`src/sv/sld_pkg.sv`:
```
package sld_pkg;

    // default width of the discard and output counters
    localparam int unsigned COUNT_BITS_DEF = 16;

    // configuration and format constants
    localparam int unsigned LIMIT_W    = 16;
    localparam logic [15:0] LIMIT_RST  = 16'hFFFF;
    localparam logic [2:0]  HDR_LEN    = 3'd4;
    localparam logic [7:0]  COPY_BIT   = 8'h80;
    localparam logic [7:0]  RUN_MASK   = 8'h7F;

    // item commands
    localparam logic [2:0] CMD_START      = 3'd0;
    localparam logic [2:0] CMD_DELTA_BYTE = 3'd1;
    localparam logic [2:0] CMD_DELTA_END  = 3'd2;
    localparam logic [2:0] CMD_BASE_BYTE  = 3'd3;
    localparam logic [2:0] CMD_BASE_END   = 3'd4;

    // decoder phases
    typedef enum logic [2:0] {
        PH_HEADER = 3'd0,
        PH_CMD    = 3'd1,
        PH_COPY   = 3'd2,
        PH_LIT    = 3'd3,
        PH_TAIL   = 3'd4,
        PH_DONE   = 3'd5
    } t_phase;

    // one input item
    typedef struct packed {
        logic [2:0] command;
        logic [7:0] data_byte;
    } t_item;

    // one result item
    typedef struct packed {
        logic        out_valid;
        logic [7:0]  out_byte;
        logic [15:0] out_total;
        logic        done_res;
        logic        need_base;
        logic        protocol_error;
    } t_result;

endpackage

```
`src/sv/sld_in_stage.sv`:
```
module sld_in_stage (
    input  logic          i_clk,
    input  logic          i_rst_n,
    input  logic          i_valid,
    output logic          o_ready,
    input  sld_pkg::t_item i_item,
    output logic          o_valid,
    input  logic          i_take,
    output sld_pkg::t_item o_item
);
    import sld_pkg::*;

    logic  r_valid;
    t_item r_item;
    logic  n_valid;

    // space when empty or when the held item moves on this cycle
    assign o_ready = !r_valid || i_take;
    assign o_valid = r_valid;
    assign o_item  = r_item;

    always_comb begin
        n_valid = r_valid;
        if (i_valid && o_ready) begin
            n_valid = 1'b1;
        end else if (i_take) begin
            n_valid = 1'b0;
        end
    end

    // occupancy flag
    always_ff @(posedge i_clk) begin
        if (!i_rst_n) begin
            r_valid <= 1'b0;
        end else begin
            r_valid <= n_valid;
        end
    end

    // held item
    always_ff @(posedge i_clk) begin
        if (i_valid && o_ready) begin
            r_item <= i_item;
        end
    end

endmodule

```
`src/sv/sld_core.sv`:
```
module sld_core #(
    parameter int unsigned COUNT_BITS = sld_pkg::COUNT_BITS_DEF
) (
    input  logic             i_clk,
    input  logic             i_rst_n,
    input  logic [15:0]      i_limit,
    input  logic             i_valid,
    input  sld_pkg::t_item   i_item,
    output logic             o_take,
    output logic             o_valid,
    input  logic             i_ready,
    output sld_pkg::t_result o_result
);
    import sld_pkg::*;

    localparam int unsigned CMP_W = (COUNT_BITS > LIMIT_W) ? COUNT_BITS : LIMIT_W;
    localparam logic [COUNT_BITS-1:0] CNT_MAX = {COUNT_BITS{1'b1}};
    localparam logic [COUNT_BITS-1:0] CNT_ONE = COUNT_BITS'(1);

    // decoder state
    t_phase                r_phase, n_phase;
    logic [2:0]            r_hdr, n_hdr;
    logic [6:0]            r_run, n_run;
    logic [COUNT_BITS-1:0] r_drop, n_drop;
    logic [COUNT_BITS-1:0] r_count, n_count;
    logic                  r_bf, n_bf;

    // result register
    logic    r_out_valid;
    t_result r_res, n_res;

    logic       s_valid;
    logic       s_err;
    logic [2:0] cmd;
    logic [7:0] b;
    logic [2:0] hdr_dec;
    logic [6:0] run_dec;
    logic [CMP_W-1:0] cnt_ext;
    logic [CMP_W-1:0] lim_ext;

    assign cmd = i_item.command;
    assign b   = i_item.data_byte;

    // item moves into the result register when that register is free or being emptied
    assign o_take   = i_valid && (!r_out_valid || i_ready);
    assign o_valid  = r_out_valid;
    assign o_result = r_res;

    assign hdr_dec = (r_hdr != 3'd0) ? r_hdr - 3'd1 : r_hdr;
    assign run_dec = (r_run != 7'd0) ? r_run - 7'd1 : r_run;

    // per-item output byte and error flag
    always_comb begin
        s_valid = 1'b0;
        s_err   = 1'b0;
        unique case (cmd)
            CMD_START: begin
                s_err = 1'b0;
            end
            CMD_DELTA_BYTE, CMD_DELTA_END, CMD_BASE_BYTE, CMD_BASE_END: begin
                unique case (r_phase)
                    PH_HEADER, PH_CMD: begin
                        s_err = (cmd != CMD_DELTA_BYTE) && (cmd != CMD_DELTA_END);
                    end
                    PH_COPY, PH_TAIL: begin
                        s_err   = (cmd != CMD_BASE_BYTE) && (cmd != CMD_BASE_END);
                        s_valid = (cmd == CMD_BASE_BYTE) && (r_drop == '0);
                    end
                    PH_LIT: begin
                        s_err   = (cmd != CMD_DELTA_BYTE) && (cmd != CMD_DELTA_END);
                        s_valid = (cmd == CMD_DELTA_BYTE);
                    end
                    default: begin
                        s_err = 1'b0;
                    end
                endcase
            end
            default: begin
                s_err = 1'b1;
            end
        endcase
    end

    // next decoder state
    always_comb begin
        n_phase = r_phase;
        n_hdr   = r_hdr;
        n_run   = r_run;
        n_drop  = r_drop;
        n_bf    = r_bf;
        if (cmd == CMD_START) begin
            n_phase = PH_HEADER;
            n_hdr   = HDR_LEN;
            n_run   = '0;
            n_drop  = '0;
            n_bf    = 1'b0;
        end else if (!s_err) begin
            unique case (r_phase)
                PH_HEADER: begin
                    if (cmd == CMD_DELTA_BYTE) begin
                        n_hdr = hdr_dec;
                        if (hdr_dec == 3'd0) begin
                            n_phase = PH_CMD;
                        end
                    end else begin
                        n_phase = PH_DONE;
                    end
                end
                PH_CMD: begin
                    if (cmd == CMD_DELTA_BYTE) begin
                        n_run = b[6:0] & RUN_MASK[6:0];
                        if (n_run != 7'd0) begin
                            n_phase = ((b & COPY_BIT) != 8'd0) ? PH_COPY : PH_LIT;
                        end
                    end else begin
                        n_phase = PH_TAIL;
                    end
                end
                PH_COPY: begin
                    if (cmd == CMD_BASE_BYTE) begin
                        if (r_drop != '0) begin
                            n_drop = r_drop - CNT_ONE;
                        end else begin
                            n_run = run_dec;
                            if (run_dec == 7'd0) begin
                                n_phase = PH_CMD;
                            end
                        end
                    end else begin
                        n_bf = 1'b1;
                    end
                end
                PH_LIT: begin
                    if (cmd == CMD_DELTA_BYTE) begin
                        if (r_drop != CNT_MAX) begin
                            n_drop = r_drop + CNT_ONE;
                        end
                        n_run = run_dec;
                        if (run_dec == 7'd0) begin
                            n_phase = PH_CMD;
                        end
                    end else begin
                        n_run   = '0;
                        n_phase = PH_TAIL;
                    end
                end
                PH_TAIL: begin
                    if (cmd == CMD_BASE_BYTE) begin
                        if (r_drop != '0) begin
                            n_drop = r_drop - CNT_ONE;
                        end
                    end else begin
                        n_bf    = 1'b1;
                        n_phase = PH_DONE;
                    end
                end
                default: begin
                    n_phase = PH_DONE;
                end
            endcase
        end

        // output counter, cleared by a start item
        if (cmd == CMD_START) begin
            n_count = '0;
        end else if (s_valid && (r_count != CNT_MAX)) begin
            n_count = r_count + CNT_ONE;
        end else begin
            n_count = r_count;
        end

        // base already ended: copy runs collapse and the tail is over
        if ((n_phase == PH_COPY) && n_bf) begin
            n_run   = '0;
            n_phase = PH_CMD;
        end
        if ((n_phase == PH_TAIL) && n_bf) begin
            n_phase = PH_DONE;
        end
        // output limit reached or too small to hold a header
        if ((n_phase != PH_DONE) &&
            ((i_limit < 16'(HDR_LEN)) || (CMP_W'(n_count) >= lim_ext))) begin
            n_phase = PH_DONE;
        end
    end

    assign cnt_ext = CMP_W'(n_count);
    assign lim_ext = CMP_W'(i_limit);

    // result fields
    always_comb begin
        n_res.out_valid      = s_valid;
        n_res.out_byte       = s_valid ? b : 8'd0;
        n_res.out_total      = cnt_ext[15:0];
        n_res.done_res       = (n_phase == PH_DONE);
        n_res.need_base      = (n_phase == PH_COPY) || (n_phase == PH_TAIL);
        n_res.protocol_error = s_err;
    end

    // state and result valid
    always_ff @(posedge i_clk) begin
        if (!i_rst_n) begin
            r_phase     <= PH_HEADER;
            r_hdr       <= HDR_LEN;
            r_run       <= '0;
            r_drop      <= '0;
            r_count     <= '0;
            r_bf        <= 1'b0;
            r_out_valid <= 1'b0;
        end else begin
            if (o_take) begin
                r_phase <= n_phase;
                r_hdr   <= n_hdr;
                r_run   <= n_run;
                r_drop  <= n_drop;
                r_count <= n_count;
                r_bf    <= n_bf;
            end
            if (o_take) begin
                r_out_valid <= 1'b1;
            end else if (i_ready) begin
                r_out_valid <= 1'b0;
            end
        end
    end

    // result payload
    always_ff @(posedge i_clk) begin
        if (o_take) begin
            r_res <= n_res;
        end
    end

endmodule

```
`src/sv/skip_literal_delta_decoder.sv`:
```
// channel   dir  tdata                              tuser
// s_axis    in   [7:0] data_byte                    [2:0] command
// m_axis    out  [7:0] out_byte, [23:8] out_total   [0] out_valid, [1] done_res,
//                                                   [2] need_base, [3] protocol_error
// cfg       in   i_cfg_wr_data[15:0] output_limit, written while i_cfg_wr_en is high
//
// one item per cycle sustained while m_axis_tready is high; an accepted item goes
// through the input register and then the result register to m_axis; the decoder
// state is read and updated between the two and written with the result register
// synchronous active-low reset clears the stream state and sets the limit to 65535
// a stalled result holds in the result register while one more item waits in the
// input register
module skip_literal_delta_decoder #(
    parameter int unsigned COUNT_BITS = sld_pkg::COUNT_BITS_DEF
) (
    input  logic        i_clk,
    input  logic        i_rst_n,
    input  logic        s_axis_tvalid,
    output logic        s_axis_tready,
    input  logic [7:0]  s_axis_tdata,   // [7:0] data_byte
    input  logic [2:0]  s_axis_tuser,   // [2:0] command
    output logic        m_axis_tvalid,
    input  logic        m_axis_tready,
    output logic [23:0] m_axis_tdata,   // [7:0] out_byte, [23:8] out_total
    output logic [3:0]  m_axis_tuser,   // [0] out_valid, [1] done_res, [2] need_base,
                                        // [3] protocol_error
    input  logic        i_cfg_wr_en,
    input  logic [15:0] i_cfg_wr_data
);
    import sld_pkg::*;

    logic [15:0] r_limit;
    t_item       in_item;
    t_item       held_item;
    logic        held_valid;
    logic        take;
    t_result     res;

    // output limit register
    always_ff @(posedge i_clk) begin
        if (!i_rst_n) begin
            r_limit <= LIMIT_RST;
        end else if (i_cfg_wr_en) begin
            r_limit <= i_cfg_wr_data;
        end
    end

    assign in_item.command   = s_axis_tuser;
    assign in_item.data_byte = s_axis_tdata;

    // input register
    sld_in_stage u_in (
        .i_clk   (i_clk),
        .i_rst_n (i_rst_n),
        .i_valid (s_axis_tvalid),
        .o_ready (s_axis_tready),
        .i_item  (in_item),
        .o_valid (held_valid),
        .i_take  (take),
        .o_item  (held_item)
    );

    // decoder step and result register
    sld_core #(
        .COUNT_BITS (COUNT_BITS)
    ) u_core (
        .i_clk    (i_clk),
        .i_rst_n  (i_rst_n),
        .i_limit  (r_limit),
        .i_valid  (held_valid),
        .i_item   (held_item),
        .o_take   (take),
        .o_valid  (m_axis_tvalid),
        .i_ready  (m_axis_tready),
        .o_result (res)
    );

    // result packing
    assign m_axis_tdata = {res.out_total, res.out_byte};
    assign m_axis_tuser = {res.protocol_error, res.need_base, res.done_res, res.out_valid};

endmodule

```
`config.mk`:
```
export PLATFORM = sky130hd
export DESIGN_NAME = skip_literal_delta_decoder
export DESIGN_NICKNAME = d
export VERILOG_FILES = /design/src/sv/sld_pkg.sv /design/src/sv/sld_in_stage.sv /design/src/sv/sld_core.sv /design/src/sv/skip_literal_delta_decoder.sv
export SDC_FILE = /design/constraint.sdc
export NUM_CORES = 1
export LEC_CHECK = 0
export BUFFER_PORTS_ARGS = -buffer_cell sky130_fd_sc_hd__buf_2
export CORE_UTILIZATION = 30
export CTS_CLUSTER_DIAMETER = 80
export CTS_CLUSTER_SIZE = 20
export DETAILED_ROUTE_END_ITERATION = 10
export GPL_TIMING_DRIVEN = 1
export SYNTH_ARGS = -nofsm -noshare
export SYNTH_HDL_FRONTEND = slang
export SYNTH_HIERARCHICAL = 1
export SYNTH_SLANG_ARGS = --single-unit
```
`constraint.sdc`:
```
create_clock -name i_clk -period 9.21 [get_ports i_clk]
set_input_delay 1.3815 -clock i_clk [delete_from_list [all_inputs] [get_ports i_clk]]
set_output_delay 1.3815 -clock i_clk [all_outputs]
set_load 0.05 [all_outputs]
```
==> summary.md, run 1 <==
| Metric | Value |
|---|---|
| Fin. max-slew vios | `0` |
| Avg Synthesized Cell Area | `8.991 µm²` |
| Syn Std Cell Area | `6105 µm²` |
| Final setup margin | `4.310 ns` |
| Data arrival, critical path | `3.52 ns` |
| Nets | `792` |
| PortBufs | `61` |
| Synth top area share | `20.99%` |
| Area after DPL | `6613 µm²` |
| Max Fclk | `204.1 MHz` |
| FF+latch area | `2452 µm²` |
| #FFs+latches synth | `103` |
| Fill cells | `2032` |
| Gpl congestion | `0.8198` |
| Wirelength per Cell | `13.95 µm` |
| Post-Layout Cell Count | `993` |
| CTS tree | `done` |
| Clock Tree Root | `clkbuf_16` |
| Starting Density | `30.96%` |
| Peak VDD IR | `0.00008289 V` |
| Fin Setup TNS | `0 ns` |
| DRC | `0` |
| Total global routing overflow | `0` |
| Ys async rst share | `0%` |
| Share of cells above drive strength 1 | `13.74%` |
| Power density cells | `149.5 nW/µm²` |
| Crit end category | `output pin` |
| Register area share after synthesis | `40.17%` |
| Synth Net Count | `748` |
| Number of distinct library cells after synthesis | `75` |
| Largest net degree at the start of global routing | `40` |
| CP cell instances | `buf_2 > nand2b_1 > nand2_1 > clkinv_1 > buf_4 > nand2b_4 > buf_2` |
| First drt pass iteration count | `4` |
| Post-place setup slack | `4.269 ns` |
| I/O pin count | `62` |
| Post-Synth XOR/XNOR Area | `4.448%` |
| Ant diodes | `0` |
| Area of the multi-input gates | `3343 µm²` |
| Max H-tree Level | `3` |
| Total core area | `19720 µm²` |
| Synth Area in Compound Gates | `18.61%` |
| Max cap viols | `0` |
| Synth top cells by count | `dfxtp_1, nand2_1, nor2_1` |
| Fin crit share | `53.20%` |
| Leakage | `2.853 nW` |
| Total power | `1.036 mW` |
| Post-route antenna net violation count | `0` |
| Switching share of power | `25.72%` |
| Clock Skew | `0.005814 ns` |
| Yosys top cell by area | `dfxtp_1` |
| Number of flops mapped to enable cells by yosys | `39` |
| Syn. warnings | `6` |
| Comb power frac | `12.5%` |
| WL final | `13.85 mm` |
| CTS sink cnt | `103` |
| Mux contribution to synthesized area | `3.505%` |
| RSZ-0062 raised after global routing | `false` |
| Die H | `144.7 µm` |
| Pint | `0.7694 mW` |
| Top-count cell post-synth | `dfxtp_1` |
| Worst-Skew Late Latency | `0.35 ns` |
| First-pass GRT wire length | `22.78 mm` |
| Status | `finished, final reports clean` |
| Worst-path clk slew | `0.07 ns` |
| Inst Count DP | `977` |
| Worst rel slew slack | `31.53%` |
| Crit path kind | `in -> out` |
| Clk buf depth | `2` |
| Starting DRT DRC Count | `308` |
| Flop pwr share | `48.9%` |
| Final Cell Area | `6927 µm²` |
| Simple-Gate Fraction of Synth Area | `20.41%` |
| Post-Synth Adder-Cell Area | `7.706%` |
| Crit path top cell by count | `buf_2` |
| DR vias/cell | `5.027` |
| Actual slew at the worst max-slew pin | `1.027 ns` |
| Final hold vios | `0` |
| Crit path max-delay family | `buffers and inverters` |
| Die W | `144.7 µm` |
| Main combinational cell family by area after synthesis | `simple AND/OR/NAND/NOR gates` |
| Most used DFF post-synth | `dfxtp_1` |
| Max FO, Critical Path | `28` |
| CP max stage cell | `nand2_1` |
| Die area | `20920 µm²` |
| Crit path required time | `7.83 ns` |
| Clock power frac | `38.6%` |
| CTS resizes | `0` |
| Total GRT Usage | `13.90%` |
| HP Class | `reg -> reg` |
| Critical Path Start Type | `input port` |
| Total CTS buffers | `9` |
| Area grow syn2layout | `13.47%` |
| Buffers plus inverters on the worst setup path | `4` |
| Dpl hpwl | `9.895 mm` |
| Gate Count Post-Synth | `679` |
| Final setup fails | `0` |
| Via count | `4992` |
| Initial antenna violation count | `0` |
| Largest stage delay on the critical path | `0.57 ns` |
| Row Count | `51` |
| Net switching power figure | `0.2663 mW` |
| CTS Hold Bufs | `0` |
| Postcts setup bufs | `0` |
| Largest cells by area after synthesis | `dfxtp_1, edfxtp_1, ha_1` |
| Tmin final | `4.900 ns` |
| Vias in the first global route | `4601` |
==> layout make-up <==
type / instances / area share, %
sequential: 103 / 35.40
timing repair buffer: 65 / 4.841
tap: 265 / 4.787
multi-input combinational: 504 / 48.27
clock buffer: 10 / 3.306
clock inverter: 6 / 1.228
inverter: 40 / 2.168
==> final timing paths <==
check	from	to	slack, ns	depth (start not counted)
setup reg to reg	u_core/r_phase[2]$_SDFFE_PN0P_	u_core/r_phase[0]$_SDFFE_PN0P_	4.54	16
hold / removal	r_limit[1]$_SDFFE_PN1P_	r_limit[1]$_SDFFE_PN1P_	0.49	2
setup / recovery	m_axis_tready	s_axis_tready	4.31	7
hold reg to reg	r_limit[1]$_SDFFE_PN1P_	r_limit[1]$_SDFFE_PN1P_	0.49	2
==> registers in the layout, summed over array words and instances (netlist names) <==
signal and flops:
u_core/r_phase 3, r_limit 16, u_core/r_bf 1, u_core/o_valid 1, u_core/r_run 7, u_core/o_result 28
u_core/r_count 16, u_in/o_valid 1, u_in/o_item 11, u_core/r_drop 16, u_core/r_hdr 3
==> power groups by stage <==
stage               clock network, mW  logic, mW  registers, mW
floorplan                           0     0.0770          0.536
detailed placement                  0      0.130          0.516
CTS                             0.412      0.130          0.506
finish                          0.400      0.130          0.507
global placement                    0      0.129          0.517
global route                    0.429      0.142          0.509
==> per-layer routing <==
| layer | vias to the layer above | routed length (µm) | global-route usage [%] | part of all wire [%] |
|---|---|---|---|---|
| met2 | 90 | 6000 | 21.38 | 43 |
| li1 | 2554 | - | - | - |
| met1 | 2333 | 7190 | 19.32 | 52 |
| met3 | 15 | 428 | 2.073 | 3.1 |
| met4 | 0 | 229 | 5.817 | 1.7 |
| met5 | - | 0 | 0 | 0 |
==> worst min-delay path, delay by kind of cell, from the launching register on <==
| family | cells | cell delay (ns) |
|---|---|---|
| DFF | 1 | 0.33 |
| muxes | 1 | 0.07 |
| and+or+nand+nor | 1 | 0.06 |
==> per-stage QoR <==
| stage | util [%] | hold WS (ns) |
|---|---|---|
| after floorplan | - | 0.4416 |
| after global placement | 33.54 | 0.4675 |
| after detailed placement | 33.54 | 0.4656 |
| after CTS | 35.13 | 0.4834 |
| after global routing | 35.13 | 0.5074 |
| final | 35.13 | 0.4886 |
==> cell usage in the layout (no fill, tap or decap), drive strengths merged, types with 12 or more instances in the layout <==
cell type   n
buf        65
dfxtp      64
nand2      63
nor2       58
a21oi      52
edfxtp     39
inv        39
ha         36
o21ai      35
nor3       26
xor2       22
mux2i      18
a21o       15
nand3      14
nor2b      13
nor4       12
nand4      12
==> logic make-up after synthesis <==
group                      Yosys count
and+or+nand+nor                    247
AOI/OAI and AO/OA                  168
DFF                                103
buffers and inverters               72
adders and majority gates           37
xor gates and xnor gates            31
muxes                               21
Power figures use the tool's default switching activity.
==> run 2: changes to the inputs <==
- clock period: 9.21 -> 4.4 ns (I/O delays scaled with it)
==> summary.md, run 2 (synthesis gave the netlist of run 1 again) <==
| Metric | Value |
|---|---|
| Total power | `2.105 mW (+100%)` |
| Fin Setup TNS | `0 ns (unchanged)` |
| Dpl hpwl | `10.42 mm (+5.3%)` |
| First drt pass iteration count | `5 (+1)` |
| FF+latch area | `2452 µm² (unchanged)` |
| Data arrival, critical path | `4.33 ns (+0.81 ns)` |
| Starting DRT DRC Count | `365 (+19%)` |
| Worst-Skew Late Latency | `0.35 ns (about the same)` |
| RSZ-0062 raised after global routing | `false` |
| Worst reg2reg setup slack | `0.31 ns (-4.23 ns)` |
| Clock Skew | `0.01200 ns (+0.006184 ns)` |
| Crit path required time | `4.64 ns (-3.19 ns)` |
| Leakage | `2.925 nW (+2.5%)` |
| Actual slew at the worst max-slew pin | `1.049 ns (+0.02157 ns)` |
| Max FO, Critical Path | `7 (-75%)` |
| Largest stage delay on the critical path | `0.41 ns (-0.16 ns)` |
| R2R Path Start | `u_core/r_drop[9]$_SDFFE_PN0P_` |
| PortBufs | `61 (unchanged)` |
| Area grow syn2layout | `15.11%` |
| First-pass GRT wire length | `23.10 mm (+1.4%)` |
| Worst rel slew slack | `30.09% (-1.4 points)` |
| Largest net degree at the start of global routing | `38 (-5.0%)` |
| Ant diodes | `0 (unchanged)` |
| Cells on worst reg2reg path | `17 (+1)` |
| Post-route antenna net violation count | `0 (unchanged)` |
| Post-place setup slack | `0.1236 ns (-4.145 ns)` |
| Area after DPL | `6718 µm² (+1.6%)` |
| DRC | `0 (unchanged)` |
| Clock Tree Root | `clkbuf_16` |
| DR vias/cell | `5.054 (+0.52%)` |
| Via count | `5099 (+2.1%)` |
| Max reg flops | `28 (unchanged)` |
| Total global routing overflow | `0 (unchanged)` |
| Nets | `808 (+2.0%)` |
| Fin crit share | `92.88%` |
| Total core area | `19720 µm² (unchanged)` |
| Final hold vios | `0 (unchanged)` |
| CTS tree | `done` |
| Levels on crit path | `17 (+10)` |
| Gpl congestion | `0.9199 (+12%)` |
| Share of cells above drive strength 1 | `15.99% (+2.3 points)` |
| Fin. max-slew vios | `0 (unchanged)` |
| Fill cells | `2026 (-0.30%)` |
| Final setup margin | `0.3134 ns (-3.997 ns)` |
| CP cell instances | `nor4_1 > nand4_1 > a211o_1 > a2111oi_4 > buf_4 > nand2_1 > xor2_1 > nor2_1 > ha_1 > a21o_1 > a21o_1 > a21oi_1 > o211ai_1 > a31oi_4 > nor3b_1 > o21ai_0 > and3_1` |
| Worst Min Path Start | `r_limit[1]$_SDFFE_PN1P_` |
| Area of the multi-input gates | `3358 µm² (+0.45%)` |
| Starting Density | `30.96% (unchanged)` |
| Wirelength per Cell | `14.20 µm (+1.8%)` |
| Critical Path Start Type | `flop` |
| Total CTS buffers | `9 (unchanged)` |
| Crit path top cell by count | `a21o_1` |
| Worst-path clk slew | `0.07 ns (about the same)` |
| Total GRT Usage | `14.06% (+0.16 points)` |
| Clk buf depth | `2 (unchanged)` |
| Crit end category | `flop` |
| Die W | `144.7 µm (unchanged)` |
| CTS sink cnt | `103 (unchanged)` |
| Die H | `144.7 µm (unchanged)` |
| Die area | `20920 µm² (unchanged)` |
| Vias in the first global route | `4692 (+2.0%)` |
| I/O pin count | `62 (unchanged)` |
| Final Cell Area | `7027 µm² (+1.4%)` |
| WL final | `14.33 mm (+3.5%)` |
| Most common cell after layout, fill and taps aside | `dfxtp_1` |
| Crit path max-delay family | `compound AO/OA/AOI/OAI gates` |
| Buffers plus inverters on the worst setup path | `1 (-3)` |
| Most frequent cells in the layout | `dfxtp_1, nand2_1, buf_2` |
| Power density cells | `299.6 nW/µm² (+100%)` |
| Peak VDD IR | `0.0001521 V (+84%)` |
| Fin Hold WS | `0.4816 ns (-0.007023 ns)` |
| Initial antenna violation count | `0 (unchanged)` |
| Worst setup path start | `u_core/r_drop[9]$_SDFFE_PN0P_` |
| Crit path kind | `reg -> reg` |
| Final setup fails | `0 (unchanged)` |
| CP max stage cell | `a2111oi_4` |
| Max Fclk | `244.7 MHz` |
| HP Class | `reg -> reg` |
| Row Count | `51 (unchanged)` |
| Max cap viols | `0 (unchanged)` |
| Hold path depth | `2 (unchanged)` |
| Max H-tree Level | `3 (unchanged)` |
| Tmin final | `4.087 ns` |
| Status | `finished, final reports clean` |
==> run 2: cell count changes in the layout (fill, tap and decap cells not counted) <==
cell / change
a31oi_1: -1
buf_4: +16
a31oi_4: +1
bufinv_16: -2
clkinv_1: -1
inv_6: +1
inv_4: +2
inv_8: +1
clkbuf_1: -1
==> run 2: metal layers <==
metal  track usage [%]  vias up  share of wire (%)
li1                  -     2602                  -
met1             19.19     2364                 50
met2             22.22      120                 45
met3             2.238       13                4.2
met4             5.263        0                1.2
met5                 0        -                  0
==> run 2: stage by stage <==
step	cells	utilization, %
after floorplan	679	-
after global placement	991	34.07
after detailed placement	991	34.07
after CTS	1007	35.48
after global routing	1009	35.64
final	1009	35.64
==> run 2: area by class of cell <==
class,instances,share of cell area (%)
Tap cell,265,4.719
Multi-Input combinational cell,504,47.79
Sequential cell,103,34.90
Clock inverter,7,0.7657
Clock buffer,9,3.205
Inverter,40,2.137
Timing Repair Buffer,81,6.481
==> run 2: tightest hold or removal path, delay by kind of cell (launching register included) <==
family | cells | cell delay [ns]
multiplexers | 1 | 0.07
flip-flops | 1 | 0.33
AND/OR/NAND/NOR | 1 | 0.06
==> run 2: report_power, final <==
group / internal (mW) / switching, mW / total [mW]
Combinational: 0.0956 / 0.200 / 0.295
Sequential: 1.03 / 0.0216 / 1.05
Clock: 0.391 / 0.371 / 0.762
==> run 2: timing repair <==
action                                  4_1_cts  5_1_grt
hold buffers                                  0        0
setup buffers                                 0        2
endpoints found under the setup margin        0        3
endpoints found under the hold margin         0        0
resized for setup                             0        2
==> run 2: final timing paths <==
path / endpoint
max: u_core/r_phase[0]$_SDFFE_PN0P_
min: r_limit[1]$_SDFFE_PN1P_
max reg2reg: u_core/r_phase[0]$_SDFFE_PN0P_
min reg2reg: r_limit[1]$_SDFFE_PN1P_
==> run 3: changes to the inputs <==
- ABC_AREA: not set -> 1
- PLACE_DENSITY: not set -> 0.54
==> summary.md, run 3 <==
| Metric | Value |
|---|---|
| Status | `finished, final reports clean` |
| Yosys top cell by area | `dfxtp_1` |
| PortBufs | `61 (unchanged)` |
| Fin. max-slew vios | `0 (unchanged)` |
| HP Class | `reg -> reg` |
| I/O pin count | `62 (unchanged)` |
| First drt pass iteration count | `4 (-1)` |
| Final hold vios | `0 (unchanged)` |
| Max FO, Critical Path | `9 (+2)` |
| Total CTS buffers | `9 (unchanged)` |
| Tmin final | `3.819 ns (-0.2679 ns)` |
| Die area | `21420 µm² (+2.4%)` |
| Inst Count DP | `1139 (+15%)` |
| Post-place setup slack | `0.5967 ns (+0.4731 ns)` |
| Number of flops mapped to enable cells by yosys | `39 (unchanged)` |
| DR vias/cell | `4.640 (-8.2%)` |
| WL final | `15.00 mm (+4.7%)` |
| Total power | `2.407 mW (+14%)` |
| Share of cells above drive strength 1 | `17.74% (+1.7 points)` |
| Actual slew at the worst max-slew pin | `0.8311 ns (-0.2176 ns)` |
| Row Count | `52 (+2.0%)` |
| Final Cell Area | `7118 µm² (+1.3%)` |
| Gate Count Post-Synth | `821 (+21%)` |
| Final setup fails | `0 (unchanged)` |
| Syn Std Cell Area | `6251 µm² (+2.4%)` |
| Via count | `5359 (+5.1%)` |
| Fin Setup TNS | `0 ns (unchanged)` |
| Largest net degree at the start of global routing | `45 (+18%)` |
| CTS Hold Bufs | `0 (unchanged)` |
| Critical Path Start Type | `flop` |
| Worst-path clk slew | `0.08 ns (about the same)` |
| Most frequent cells in the layout | `nand2_1, inv_1, nor2_1` |
| Synth top cells by count | `nand2_1, inv_1, nor2_1` |
| Gpl congestion | `0.8388 (-8.8%)` |
| Area grow syn2layout | `13.87%` |
| Register area share after synthesis | `39.23% (-0.94 points)` |
| Worst rel slew slack | `44.53% (+14 points)` |
| CP cell instances | `nor2_2 > nand2_1 > nor2_1 > o21bai_4 > nand2_4 > nor4_1 > inv_1 > nand3_1 > inv_1 > ha_1 > nand2_1 > nor2_1 > a211oi_1 > o221ai_1 > nand2_1 > nand3_1 > nor2_1 > nand3_1 > o211ai_1 > inv_1` |
| Post-Layout Cell Count | `1155 (+14%)` |
| Wirelength per Cell | `12.99 µm (-8.6%)` |
| Synth top area share | `20.50% (-0.49 points)` |
| CP max stage cell | `edfxtp_1` |
| Largest cells by area after synthesis | `dfxtp_1, edfxtp_1, nand2_1` |
| Fin crit share | `86.79% (-6.1 points)` |
| Number of distinct library cells after synthesis | `51 (-32%)` |
| FF+latch area | `2452 µm² (unchanged)` |
| DRC | `0 (unchanged)` |
| Initial antenna violation count | `0 (unchanged)` |
| Crit path kind | `reg -> reg` |
| Crit end category | `flop` |
| Clock Skew | `0.01357 ns (+0.001568 ns)` |
| Vias in the first global route | `4999 (+6.5%)` |
| First-pass GRT wire length | `24.71 mm (+7.0%)` |
| Fin Hold WS | `0.4607 ns (-0.02084 ns)` |
| Top-count cell post-synth | `nand2_1` |
| Most used DFF post-synth | `dfxtp_1` |
| Total core area | `20300 µm² (+3.0%)` |
| Post-layout util | `35.07% (-0.57 points)` |
| Nets | `949 (+17%)` |
| Ys async rst share | `0% (unchanged)` |
| Die H | `146.4 µm (+1.2%)` |
| Syn. warnings | `6 (unchanged)` |
| Fill cells | `2176 (+7.4%)` |
| Most common cell after layout, fill and taps aside | `nand2_1` |
| R2R Path Start | `u_in/o_item[9]$_DFFE_PP_` |
| Postcts setup bufs | `0 (unchanged)` |
| Max cap viols | `0 (unchanged)` |
| Dpl hpwl | `11.08 mm (+6.3%)` |
| Avg Synthesized Cell Area | `7.614 µm² (-15%)` |
| Starting DRT DRC Count | `290 (-21%)` |
| CTS tree | `done` |
| Crit path required time | `4.66 ns (+0.02 ns)` |
| RSZ-0062 raised after global routing | `false` |
| Area of the multi-input gates | `3238 µm² (-3.6%)` |
| Starting Density | `30.79% (-0.17 points)` |
| Die W | `146.4 µm (+1.2%)` |
| Clk buf depth | `2 (unchanged)` |
| Max Fclk | `261.9 MHz (+7.0%)` |
| Final setup margin | `0.5813 ns (+0.2679 ns)` |
| Peak VDD IR | `0.0001774 V (+17%)` |
| Clock Tree Root | `clkbuf_16` |
| Worst Min Path Start | `r_limit[1]$_SDFFE_PN1P_` |
| Power density cells | `338.1 nW/µm² (+13%)` |
| CTS sink cnt | `103 (unchanged)` |
| Data arrival, critical path | `4.07 ns (-0.26 ns)` |
| Post-route antenna net violation count | `0 (unchanged)` |
| Largest stage delay on the critical path | `0.48 ns (+0.07 ns)` |
| Leakage | `3.278 nW (+12%)` |
| #FFs+latches synth | `103 (unchanged)` |
| Total GRT Usage | `14.42% (+0.36 points)` |
| Total global routing overflow | `0 (unchanged)` |
| CTS resizes | `0 (unchanged)` |
| Area after DPL | `6818 µm² (+1.5%)` |
| Worst setup path start | `u_in/o_item[9]$_DFFE_PP_` |
| Max H-tree Level | `3 (unchanged)` |
| Max reg flops | `28 (unchanged)` |
| Ant diodes | `0 (unchanged)` |
| Worst-Skew Late Latency | `0.36 ns (about the same)` |
| Synth Net Count | `890 (+19%)` |
-- run 3: cell types whose count changed after synthesis, sizes merged, moves of 10 or more --
cell	delta
nor2	+42
mux2i	-18
nand2	+116
nand3	+67
xor2	-18
a21o	-14
nor2b	-13
inv	+74
a21oi	+16
nor3	-18
or3	-10
-- run 3: worst paths after layout --
path	to	slack (ns)	depth (start not counted)
worst max-delay path	u_core/r_phase[2]$_SDFFE_PN0P_	0.58	20
worst min register to register	r_limit[1]$_SDFFE_PN1P_	0.46	2
worst max register to register	u_core/r_phase[2]$_SDFFE_PN0P_	0.58	20
worst min-delay path	r_limit[1]$_SDFFE_PN1P_	0.46	2
-- run 3: layout make-up --
type                       instances  area share [%]
multi-input combinational        585           45.49
sequential                       103           34.45
inverter                         113           6.064
timing repair buffer              68           5.027
tap                              270           4.746
clock buffer                      10           3.357
clock inverter                     6          0.8613
-- run 3: power breakdown --
part | switching (mW) | internal, mW
clock | 0.397 | 0.416
sequential | 0.0427 | 1.05
combinational | 0.344 | 0.156
-- run 3: per-layer routing --
metal,wire (µm),up-vias,GRT usage (%)
met5,0,-,0
met4,178,0,4.271
met3,435,11,2.938
met2,6633,75,22.26
met1,7749,2419,20.19
li1,-,2854,-
-- run 3: critical path: cells and delay by family (launching register included) --
| family | cells | cell delay [ns] |
|---|---|---|
| AND/OR/NAND/NOR | 12 | 2.10 |
| adder cells (fa/ha/maj) | 1 | 0.28 |
| buffers and inverters | 3 | 0.20 |
| AO/OA/AOI/OAI | 4 | 0.66 |
| flip-flops | 1 | 0.48 |
-- run 3: cells by family after synthesis --
family,share of synthesized area [%]
xor gates and xnor gates,1.261
buffers and inverters,8.967
and+or+nand+nor,30.26
AOI/OAI and AO/OA,12.75
adders and majority gates,7.526
DFF,39.23
